File: config.mk
export PLATFORM = sky130hd
export DESIGN_NAME = pid_controller_step
export DESIGN_NICKNAME = d
export VERILOG_FILES = /design/src/hdl/pidc_pkg.sv /design/src/hdl/pidc_mul.sv /design/src/hdl/pidc_div.sv /design/src/hdl/pid_controller_step.sv
export SDC_FILE = /design/constraint.sdc
export NUM_CORES = 2
export LEC_CHECK = 0
export BUFFER_PORTS_ARGS = -buffer_cell sky130_fd_sc_hd__buf_4
export CORE_UTILIZATION = 55
export CTS_CLUSTER_SIZE = 40
export DETAILED_ROUTE_END_ITERATION = 10
export PLACE_DENSITY = 0.75
export SYNTH_ARGS = -nofsm -noshare
export SYNTH_HDL_FRONTEND = slang
export SYNTH_SLANG_ARGS = --single-unit
File: constraint.sdc
create_clock -name clk_i -period 14.9 [get_ports clk_i]
set_input_delay 4.47 -clock clk_i [delete_from_list [all_inputs] [get_ports clk_i]]
set_output_delay 4.47 -clock clk_i [all_outputs]
set_load 0.02 [all_outputs]
File: src/hdl/pidc_pkg.sv
package pidc_pkg;

  localparam int unsigned ADDR_W = 5;
  localparam int unsigned DATA_W = 32;
  localparam int unsigned DT_W   = 21;
  localparam int unsigned MA_W   = 32;
  localparam int unsigned MB_W   = 33;
  localparam int unsigned MP_W   = MA_W + MB_W + 2;

  localparam logic [2:0] REG_GAIN_P     = 3'd0;
  localparam logic [2:0] REG_GAIN_I     = 3'd1;
  localparam logic [2:0] REG_GAIN_D     = 3'd2;
  localparam logic [2:0] REG_SETPOINT   = 3'd3;
  localparam logic [2:0] REG_OUT_MIN    = 3'd4;
  localparam logic [2:0] REG_OUT_MAX    = 3'd5;
  localparam logic [2:0] REG_START_ERR  = 3'd6;
  localparam logic [2:0] REG_START_MEAS = 3'd7;

  typedef enum logic [2:0] {
    ST_IDLE,
    ST_LOAD,
    ST_MUL,
    ST_DLOAD,
    ST_DIV,
    ST_FIN
  } state_e;

  typedef enum logic [2:0] {
    OP_P,
    OP_KI,
    OP_INC,
    OP_A,
    OP_B
  } op_e;

  function automatic logic signed [31:0] sat66(input logic signed [65:0] x);
    logic signed [65:0] hi;
    logic signed [65:0] lo;
    hi = 66'sd2147483647;
    lo = -66'sd2147483648;
    if (x > hi) begin
      sat66 = 32'sh7fffffff;
    end else if (x < lo) begin
      sat66 = 32'sh80000000;
    end else begin
      sat66 = x[31:0];
    end
  endfunction

endpackage

File: src/hdl/pidc_mul.sv
module pidc_mul
  import pidc_pkg::*;
(
  input  logic                    clk_i,
  input  logic                    rst_ni,
  input  logic                    start_i,
  input  logic signed [MA_W-1:0]  a_i,
  input  logic signed [MB_W-1:0]  b_i,
  output logic                    done_o,
  output logic signed [MP_W-1:0]  prod_o
);

  localparam int unsigned CNT_W = $clog2(MB_W);
  localparam logic [CNT_W-1:0] LAST = CNT_W'(MB_W - 1);

  logic                    run_q, run_d;
  logic                    done_q, done_d;
  logic [CNT_W-1:0]        cnt_q, cnt_d;
  logic signed [MA_W-1:0]  a_q, a_d;
  logic signed [MA_W+1:0]  hi_q, hi_d;
  logic [MB_W-1:0]         lo_q, lo_d;
  logic signed [MA_W+1:0]  addend;
  logic signed [MA_W+1:0]  sum;

  always_comb begin
    addend = '0;
    if (lo_q[0]) begin
      if (cnt_q == LAST) begin
        addend = -(MA_W+2)'(a_q);
      end else begin
        addend = (MA_W+2)'(a_q);
      end
    end
    sum = hi_q + addend;
  end

  always_comb begin
    run_d  = run_q;
    done_d = 1'b0;
    cnt_d  = cnt_q;
    a_d    = a_q;
    hi_d   = hi_q;
    lo_d   = lo_q;
    if (start_i) begin
      run_d = 1'b1;
      cnt_d = '0;
      a_d   = a_i;
      hi_d  = '0;
      lo_d  = b_i;
    end else if (run_q) begin
      hi_d = {sum[MA_W+1], sum[MA_W+1:1]};
      lo_d = {sum[0], lo_q[MB_W-1:1]};
      cnt_d = cnt_q + 1'b1;
      if (cnt_q == LAST) begin
        run_d  = 1'b0;
        done_d = 1'b1;
      end
    end
  end

  always_ff @(posedge clk_i or negedge rst_ni) begin
    if (!rst_ni) begin
      run_q  <= 1'b0;
      done_q <= 1'b0;
      cnt_q  <= '0;
    end else begin
      run_q  <= run_d;
      done_q <= done_d;
      cnt_q  <= cnt_d;
    end
  end

  always_ff @(posedge clk_i) begin
    a_q  <= a_d;
    hi_q <= hi_d;
    lo_q <= lo_d;
  end

  assign done_o = done_q;
  assign prod_o = {hi_q, lo_q};

endmodule

File: src/hdl/pidc_div.sv
module pidc_div
  import pidc_pkg::*;
#(
  parameter int unsigned NW = 49,
  parameter int unsigned DW = 22
) (
  input  logic          clk_i,
  input  logic          rst_ni,
  input  logic          start_i,
  input  logic [NW-1:0] num_i,
  input  logic [DW-1:0] den_i,
  output logic          done_o,
  output logic [NW-1:0] quo_o
);

  localparam int unsigned CNT_W = $clog2(NW);
  localparam logic [CNT_W-1:0] LAST = CNT_W'(NW - 1);

  logic             run_q, run_d;
  logic             done_q, done_d;
  logic [CNT_W-1:0] cnt_q, cnt_d;
  logic [NW-1:0]    n_q, n_d;
  logic [DW-1:0]    den_q, den_d;
  logic [DW-1:0]    rem_q, rem_d;
  logic [DW:0]      trial;
  logic [DW:0]      diff;
  logic             ge;

  always_comb begin
    trial = {rem_q, n_q[NW-1]};
    ge    = trial >= {1'b0, den_q};
    diff  = trial - {1'b0, den_q};
  end

  always_comb begin
    run_d  = run_q;
    done_d = 1'b0;
    cnt_d  = cnt_q;
    n_d    = n_q;
    den_d  = den_q;
    rem_d  = rem_q;
    if (start_i) begin
      run_d = 1'b1;
      cnt_d = '0;
      n_d   = num_i;
      den_d = den_i;
      rem_d = '0;
    end else if (run_q) begin
      rem_d = ge ? diff[DW-1:0] : trial[DW-1:0];
      n_d   = {n_q[NW-2:0], ge};
      cnt_d = cnt_q + 1'b1;
      if (cnt_q == LAST) begin
        run_d  = 1'b0;
        done_d = 1'b1;
      end
    end
  end

  always_ff @(posedge clk_i or negedge rst_ni) begin
    if (!rst_ni) begin
      run_q  <= 1'b0;
      done_q <= 1'b0;
      cnt_q  <= '0;
    end else begin
      run_q  <= run_d;
      done_q <= done_d;
      cnt_q  <= cnt_d;
    end
  end

  always_ff @(posedge clk_i) begin
    n_q   <= n_d;
    den_q <= den_d;
    rem_q <= rem_d;
  end

  assign done_o = done_q;
  assign quo_o  = n_q;

endmodule

File: src/hdl/pid_controller_step.sv
// PID controller step with anti-windup integrator and filtered derivative.
// Input channel: sample_i and step_time_i with in_valid_i; the block raises
// in_stall_o while it works on a transaction. Output channel: drive_o with
// out_valid_o, held until the receiver drops out_stall_i.
// Registers are written over the APB-style port (pready is tied high), one
// per word at byte address 4*index; writing start_prev_error or
// start_prev_measure also loads the matching history value.
// From acceptance to out_valid_o, a transaction passes five products through
// one bit-serial multiplier, each a load step and then the multiplier run,
// then a load step and a restoring divider, then a last step to sum and
// clamp. Items are handled one at a time; the next one is taken only once
// the block is back in idle.
// A finished result waits in the output register; the next transaction is
// taken meanwhile, and its result waits in the last step until the output
// register frees up.
// Reset clears the history and integrator, sets the limits to full range
// and leaves both channels empty.
module pid_controller_step
  import pidc_pkg::*;
#(
  parameter int unsigned FRAC_BITS = 16
) (
  input  logic                     clk_i,
  input  logic                     rst_ni,
  input  logic                     in_valid_i,
  output logic                     in_stall_o,
  input  logic signed [DATA_W-1:0] sample_i,
  input  logic [DT_W-1:0]          step_time_i,
  output logic                     out_valid_o,
  input  logic                     out_stall_i,
  output logic signed [DATA_W-1:0] drive_o,
  input  logic                     psel,
  input  logic                     penable,
  input  logic                     pwrite,
  input  logic [ADDR_W-1:0]        paddr,
  input  logic [DATA_W-1:0]        pwdata,
  output logic [DATA_W-1:0]        prdata,
  output logic                     pready
);

  localparam int unsigned TAU     = ((2 ** FRAC_BITS) + 25) / 50;
  localparam int unsigned TWO_TAU = 2 * TAU;
  localparam int unsigned DW      = $clog2(TWO_TAU + (2 ** DT_W));
  localparam int unsigned NW      = DATA_W + 1 + FRAC_BITS;
  localparam logic signed [65:0] RND_F  = 66'sd1 <<< (FRAC_BITS - 1);
  localparam logic signed [65:0] RND_F1 = 66'sd1 <<< FRAC_BITS;
  localparam logic signed [65:0] RND_FM = 66'sd1 <<< (FRAC_BITS - 2);

  state_e state_q, state_d;
  op_e    op_q, op_d;

  logic signed [31:0] gain_p_q, gain_i_q, gain_d_q, setpoint_q;
  logic signed [31:0] out_min_q, out_max_q, start_err_q, start_meas_q;
  logic signed [31:0] prev_err_q, prev_meas_q, integ_q, deriv_q;

  logic signed [31:0] sample_q, err_q, dm_q;
  logic [DT_W-1:0]    dt_q;
  logic [DW-1:0]      den_q;
  logic signed [31:0] prop_q, kidt_q, inc_q, a_q, b_q;
  logic               neg_q;
  logic               out_valid_q;
  logic signed [31:0] drive_q;

  logic               in_fire, cfg_wr, mul_start, div_start, fin_fire;
  logic               mul_done, div_done;
  logic signed [MA_W-1:0] mul_a;
  logic signed [MB_W-1:0] mul_b;
  logic signed [MP_W-1:0] mul_prod;
  logic signed [65:0] prod_w, rounded;
  logic signed [31:0] rnd_sat;
  logic [NW-1:0]      div_num, div_quo;
  logic signed [32:0] num_w;
  logic signed [31:0] num_s;
  logic [31:0]        num_mag;
  logic signed [31:0] err_c, dm_c, e2;
  logic signed [33:0] integ_sum, hi_w, lo_w, drive_w;
  logic signed [31:0] integ_s, hi_i, lo_i, integ_c, deriv_c, drive_s, drive_c;

  assign in_fire = in_valid_i && !in_stall_o;
  assign cfg_wr  = psel && penable && pwrite;
  assign pready  = 1'b1;

  always_comb begin
    prdata = '0;
    case (paddr[4:2])
      REG_GAIN_P:     prdata = gain_p_q;
      REG_GAIN_I:     prdata = gain_i_q;
      REG_GAIN_D:     prdata = gain_d_q;
      REG_SETPOINT:   prdata = setpoint_q;
      REG_OUT_MIN:    prdata = out_min_q;
      REG_OUT_MAX:    prdata = out_max_q;
      REG_START_ERR:  prdata = start_err_q;
      REG_START_MEAS: prdata = start_meas_q;
      default:        prdata = '0;
    endcase
  end

  always_comb begin
    state_d = state_q;
    op_d    = op_q;
    case (state_q)
      ST_IDLE: begin
        if (in_fire) begin
          state_d = ST_LOAD;
          op_d    = OP_P;
        end
      end
      ST_LOAD:  state_d = ST_MUL;
      ST_MUL: begin
        if (mul_done) begin
          if (op_q == OP_B) begin
            state_d = ST_DLOAD;
          end else begin
            state_d = ST_LOAD;
            op_d    = op_e'(op_q + 3'd1);
          end
        end
      end
      ST_DLOAD: state_d = ST_DIV;
      ST_DIV: begin
        if (div_done) begin
          state_d = ST_FIN;
        end
      end
      ST_FIN: begin
        if (fin_fire) begin
          state_d = ST_IDLE;
        end
      end
      default:  state_d = ST_IDLE;
    endcase
  end

  always_comb begin
    in_stall_o = state_q != ST_IDLE;
    mul_start  = state_q == ST_LOAD;
    div_start  = state_q == ST_DLOAD;
    fin_fire   = (state_q == ST_FIN) && (!out_valid_q || !out_stall_i);
  end

  always_comb begin
    err_c = sat66(66'(setpoint_q) - 66'(sample_i));
    dm_c  = sat66(66'(sample_i) - 66'(prev_meas_q));
    e2    = sat66(66'(err_q) + 66'(prev_err_q));
  end

  always_comb begin
    mul_a = gain_p_q;
    mul_b = MB_W'(err_q);
    case (op_q)
      OP_P: begin
        mul_a = gain_p_q;
        mul_b = MB_W'(err_q);
      end
      OP_KI: begin
        mul_a = gain_i_q;
        mul_b = $signed({{(MB_W-DT_W){1'b0}}, dt_q});
      end
      OP_INC: begin
        mul_a = kidt_q;
        mul_b = MB_W'(e2);
      end
      OP_A: begin
        mul_a = gain_d_q;
        mul_b = MB_W'(dm_q);
      end
      OP_B: begin
        mul_a = deriv_q;
        mul_b = MB_W'(TWO_TAU) - $signed({{(MB_W-DT_W){1'b0}}, dt_q});
      end
      default: begin
        mul_a = gain_p_q;
        mul_b = MB_W'(err_q);
      end
    endcase
  end

  pidc_mul u_mul (
    .clk_i   (clk_i),
    .rst_ni  (rst_ni),
    .start_i (mul_start),
    .a_i     (mul_a),
    .b_i     (mul_b),
    .done_o  (mul_done),
    .prod_o  (mul_prod)
  );

  always_comb begin
    prod_w = mul_prod[65:0];
    case (op_q)
      OP_INC:  rounded = (prod_w + RND_F1) >>> (FRAC_BITS + 1);
      OP_A:    rounded = (prod_w + RND_FM) >>> (FRAC_BITS - 1);
      default: rounded = (prod_w + RND_F) >>> FRAC_BITS;
    endcase
    rnd_sat = sat66(rounded);
  end

  always_comb begin
    num_w   = 33'(a_q) + 33'(b_q);
    num_s   = sat66(66'(num_w));
    num_mag = num_s[31] ? (32'd0 - num_s) : num_s;
    div_num = (NW'(num_mag) << FRAC_BITS) + NW'(den_q >> 1);
  end

  pidc_div #(
    .NW (NW),
    .DW (DW)
  ) u_div (
    .clk_i   (clk_i),
    .rst_ni  (rst_ni),
    .start_i (div_start),
    .num_i   (div_num),
    .den_i   (den_q),
    .done_o  (div_done),
    .quo_o   (div_quo)
  );

  always_comb begin
    integ_sum = 34'(integ_q) + 34'(inc_q);
    integ_s   = sat66(66'(integ_sum));
    hi_w      = 34'(out_max_q) - 34'(prop_q);
    lo_w      = 34'(out_min_q) - 34'(prop_q);
    hi_i      = (out_max_q > prop_q) ? sat66(66'(hi_w)) : '0;
    lo_i      = (out_min_q < prop_q) ? sat66(66'(lo_w)) : '0;
    if (integ_s > hi_i) begin
      integ_c = hi_i;
    end else if (integ_s < lo_i) begin
      integ_c = lo_i;
    end else begin
      integ_c = integ_s;
    end
    if (neg_q) begin
      deriv_c = sat66($signed({{(66-NW){1'b0}}, div_quo}));
    end else begin
      deriv_c = sat66(-$signed({{(66-NW){1'b0}}, div_quo}));
    end
    drive_w = 34'(prop_q) + 34'(integ_c) + 34'(deriv_c);
    drive_s = sat66(66'(drive_w));
    if (drive_s > out_max_q) begin
      drive_c = out_max_q;
    end else if (drive_s < out_min_q) begin
      drive_c = out_min_q;
    end else begin
      drive_c = drive_s;
    end
  end

  always_ff @(posedge clk_i or negedge rst_ni) begin
    if (!rst_ni) begin
      state_q      <= ST_IDLE;
      op_q         <= OP_P;
      out_valid_q  <= 1'b0;
      gain_p_q     <= '0;
      gain_i_q     <= '0;
      gain_d_q     <= '0;
      setpoint_q   <= '0;
      out_min_q    <= 32'sh80000000;
      out_max_q    <= 32'sh7fffffff;
      start_err_q  <= '0;
      start_meas_q <= '0;
      prev_err_q   <= '0;
      prev_meas_q  <= '0;
      integ_q      <= '0;
      deriv_q      <= '0;
    end else begin
      state_q <= state_d;
      op_q    <= op_d;
      if (fin_fire) begin
        out_valid_q <= 1'b1;
        prev_err_q  <= err_q;
        prev_meas_q <= sample_q;
        integ_q     <= integ_c;
        deriv_q     <= deriv_c;
      end else if (!out_stall_i) begin
        out_valid_q <= 1'b0;
      end
      if (cfg_wr) begin
        case (paddr[4:2])
          REG_GAIN_P:   gain_p_q   <= pwdata;
          REG_GAIN_I:   gain_i_q   <= pwdata;
          REG_GAIN_D:   gain_d_q   <= pwdata;
          REG_SETPOINT: setpoint_q <= pwdata;
          REG_OUT_MIN:  out_min_q  <= pwdata;
          REG_OUT_MAX:  out_max_q  <= pwdata;
          REG_START_ERR: begin
            start_err_q <= pwdata;
            prev_err_q  <= pwdata;
          end
          REG_START_MEAS: begin
            start_meas_q <= pwdata;
            prev_meas_q  <= pwdata;
          end
          default: begin
          end
        endcase
      end
    end
  end

  always_ff @(posedge clk_i) begin
    if (in_fire) begin
      sample_q <= sample_i;
      dt_q     <= step_time_i;
      den_q    <= DW'(TWO_TAU) + DW'(step_time_i);
      err_q    <= err_c;
      dm_q     <= dm_c;
    end
    if (state_q == ST_MUL && mul_done) begin
      case (op_q)
        OP_P:    prop_q <= rnd_sat;
        OP_KI:   kidt_q <= rnd_sat;
        OP_INC:  inc_q  <= rnd_sat;
        OP_A:    a_q    <= rnd_sat;
        OP_B:    b_q    <= rnd_sat;
        default: prop_q <= rnd_sat;
      endcase
    end
    if (div_start) begin
      neg_q <= num_s[31];
    end
    if (fin_fire) begin
      drive_q <= drive_c;
    end
  end

  assign out_valid_o = out_valid_q;
  assign drive_o     = drive_q;

endmodule
==> results by group <==
Critical path
  • Kind of critical path: flop to flop
  • Crit-path most repeated cell: sky130_fd_sc_hd__buf_4
  • Cell at the slowest stage of the critical path: sky130_fd_sc_hd__dfstp_2
  • Largest delay contributor family on the critical path: compound AO/OA/AOI/OAI gates
  • Data arrival, critical path: ~15 ns
  • Worst EP required: 15.40 ns
  • Critical Path Source Type: flop
  • Top fanout value on the critical path: 16
  • Number of buffers and inverters on the critical path: 13
  • Category of the worst setup path capture point: flop
  • Delay of the slowest cell on the worst path: 0.55 ns

Clock tree
  • CTS sink cnt: 929
  • CTS tree: built
  • Later-pin clock latency in the skew report: 0.76 ns
  • Root buffer selected by CTS: sky130_fd_sc_hd__clkbuf_16
  • Maximum level of the CTS H-tree: 3
  • Total clock buffers created by CTS: 103
  • Clock transition at path regs: 0.06 ns
  • CTS Buffer Depth: 3

STA
  • Max Fclk: just under 0.07 GHz
  • Number of failing setup endpoints in the final timing report: 0
  • Worst clock skew: 0.05650 ns
  • Post-route clock period utilization: between 90% and 100%
  • Slew at the pin with the worst max-slew slack: ~1.4 ns
  • Tmin final: around 14 ns
  • Headroom to the max-slew limit: around 3.9%
  • Final Max Slew Viols: 0
  • Number of endpoints with negative hold slack in the final report: 0

Layout
  • Fin util: a little over 60%
  • Number of flip-flops under the largest register name: 49
  • # fillers: approximately 10,000
  • Final non-filler cell total: roughly 9,300
  • Proportion of layout cells with a drive suffix above 1: 13.98%
  • Post-layout net count: just over 8,000
  • Layout area overhead: 12.43%

Global routing
  • Number of antenna violations at the first check in global routing: 24
  • Via count of the first global-routing pass: between 50,000 and 60,000
  • Remaining global-route overflow: 0
  • GRT Overall Usage: 39.34%
  • Maximum number of pins on one net before global-route repair: slightly above 100
  • First-pass GRT wire length: around 370 mm

Detailed routing
  • WL per Instance: 26.91 µm
  • Post-Route WL: ~250 mm
  • Via-per-instance ratio: between 6 and 7
  • Initial detailed-routing violation count: 7,802
  • Number of vias after detailed routing: approximately 60,000
  • Detailed-routing iteration count for the pre-antenna-repair pass: 6
  • Remaining number of nets flagged by the antenna check after routing: 0
  • Post-detailed-route DRC marker count: 0

Synth
  • Gate count of the mapped netlist: 7,386
  • Async S/R FF share, synth: 43.81%
  • Proportion of synthesized chip area in sequential cells: 37.53%
  • Post-synthesis net count: around 8,000
  • Synth Flop Type: sky130_fd_sc_hd__edfxtp_1
  • Library cell with the largest summed area after synthesis: sky130_fd_sc_hd__edfxtp_1
  • Yosys warns: 0
  • Top cells by area, synth: sky130_fd_sc_hd__edfxtp_1 (21%), sky130_fd_sc_hd__dfrtp_1 (14%), sky130_fd_sc_hd__ha_1 (8.6%)
  • Syn avg cell area: about 9.1 µm²
  • Area share of the largest cell type after synthesis: 20.76%
  • Flop and latch count out of synthesis: ~930
  • Post-synth EDFFs: about 470
  • Mapped cell area: 67,540 µm²
  • Unique cell type count in the Yosys netlist: 110

Floorplanning
  • Die area: 124,200 µm²
  • Io pins: ~160
  • Initial Util: between 50 and 60%
  • Die extent in x: 352.4 µm
  • Vertical extent of the die: 352.4 µm
  • Placeable core area: 121,700 µm²
  • Number of placement rows: roughly 130

Outcome
  • Outcome: completed

Flow run
  • Max-cap check violation count: 0

Placement
  • GPL Wtd Cong: slightly above 1
  • Port Buffer Count: 160
  • DP Cell Count: between 9,000 and 10,000
  • Final HPWL DP: 189.9 mm

Hold path
  • Min-Delay Path Class: flop to flop
[area by class of cell]
type,count,area (µm²),area share [%]
multi-input cells,5689,39690,52.28
flip-flops and latches,929,25350,33.39
repair buffers,488,3772,4.968
clock buffers,144,3018,3.975
well taps,1625,2033,2.678
inverters,392,1471,1.938
clock inverters,52,559.3,0.7366
diodes,12,30.03,0.03955
[synth_stat cells, drive strengths merged (168+ instances only)]
cell	count
xnor2	303
inv	392
xor2	186
o21ai	593
ha	462
clkbuf	317
mux2	187
a21o	168
dfrtp	375
mux2i	203
edfxtp	467
nor2	507
a21oi	533
nand2	786
[through the flow]
step | setup WS, ns | setup TNS, ns | hold slack (ns) | area (µm²)
floorplan | 1.124 | 0 | 0.4262 | 67540
global placement | 0.3613 | 0 | 0.4386 | 72060
detailed placement | 0.1954 | 0 | 0.4430 | 72060
CTS | 0.01449 | 0 | 0.4566 | 75630
global route | -0.008479 | -0.009306 | 0.4598 | 75900
finish | 0.5104 | 0 | 0.4558 | 75930
[timing repair]
| item | CTS | global route |
|---|---|---|
| hold buffers | 0 | 0 |
| setup endpoints to repair | 0 | 32 |
| setup buffers | 0 | 9 |
| resized for setup | 0 | 49 |
[cells in the final DEF, fill, tap and decap left out, types with 64 or more instances in the layout]
master	Yosys	final
sky130_fd_sc_hd__o21ai_0	591	572
sky130_fd_sc_hd__or3_1	85	85
sky130_fd_sc_hd__edfxtp_1	467	467
sky130_fd_sc_hd__dfrtp_1	375	374
sky130_fd_sc_hd__a21o_1	166	166
sky130_fd_sc_hd__mux2i_1	203	199
sky130_fd_sc_hd__nand3_1	125	123
sky130_fd_sc_hd__xor2_1	186	186
sky130_fd_sc_hd__nor2_1	506	495
sky130_fd_sc_hd__and2_1	65	64
sky130_fd_sc_hd__mux2_2	187	187
sky130_fd_sc_hd__nand2b_1	82	81
sky130_fd_sc_hd__inv_1	389	385
sky130_fd_sc_hd__xnor2_1	303	303
sky130_fd_sc_hd__nor2b_1	74	71
sky130_fd_sc_hd__buf_4	3	477
sky130_fd_sc_hd__a21oi_1	526	513
sky130_fd_sc_hd__o22ai_1	64	64
sky130_fd_sc_hd__nor3_1	136	132
sky130_fd_sc_hd__nand4_1	108	108
sky130_fd_sc_hd__nand2_1	785	783
sky130_fd_sc_hd__a31oi_1	112	110
sky130_fd_sc_hd__a22oi_1	100	100
sky130_fd_sc_hd__ha_1	462	461
sky130_fd_sc_hd__clkbuf_16	0	108
[cells by family (layout without fill, tap and decap cells)]
kind of cell | count (synthesis) | in the layout | synth area share (%)
buf+inv | 768 | 1076 | 4.328
mux | 415 | 415 | 6.960
other cells | 1 | 13 | 0.005553
fa+ha+maj | 521 | 521 | 10.07
simple gates | 2166 | 2166 | 15.10
xor+xnor | 489 | 489 | 6.342
flops | 929 | 929 | 37.53
compound gates | 2097 | 2097 | 19.66
[final timing paths]
kind                       slack, ns             end         start  depth (start not counted)
hold / removal                  0.46  u_div.den_q[7]      den_q[7]                          0
setup / recovery                0.51     drive_o[23]  out_max_q[0]                         65
hold reg to reg                 0.46  u_div.den_q[7]      den_q[7]                          0
min in group asynchronous       3.74  u_div.cnt_q[5]        rst_ni                          1
setup reg to reg                0.51     drive_o[23]  out_max_q[0]                         65
max in group asynchronous       8.66   out_min_q[26]        rst_ni                          3
[worst reg2reg max path: cells and delay by family, from the launching register on]
kind	cells	cell delay, ns
AO/OA/AOI/OAI	30	6.34
XOR/XNOR	1	0.17
adder cells (fa/ha/maj)	6	2.01
buffers and inverters	13	2.17
flip-flops	1	0.55
multiplexers	3	0.58
AND/OR/NAND/NOR	12	2.33
[routing by layer]
layer | up-vias | track usage (%) | routed length (µm) | part of all wire [%]
met2 | 3634 | 56.13 | 103200 | 41
met5 | - | 0 | 139 | 0.055
met3 | 748 | 12.11 | 31450 | 13
met4 | 18 | 23.60 | 18130 | 7.2
li1 | 27410 | - | - | -
met1 | 29590 | 52.28 | 98180 | 39
Power is not shown: default switching activity piles up to over one toggle a cycle in this logic, so the estimate is an artifact.
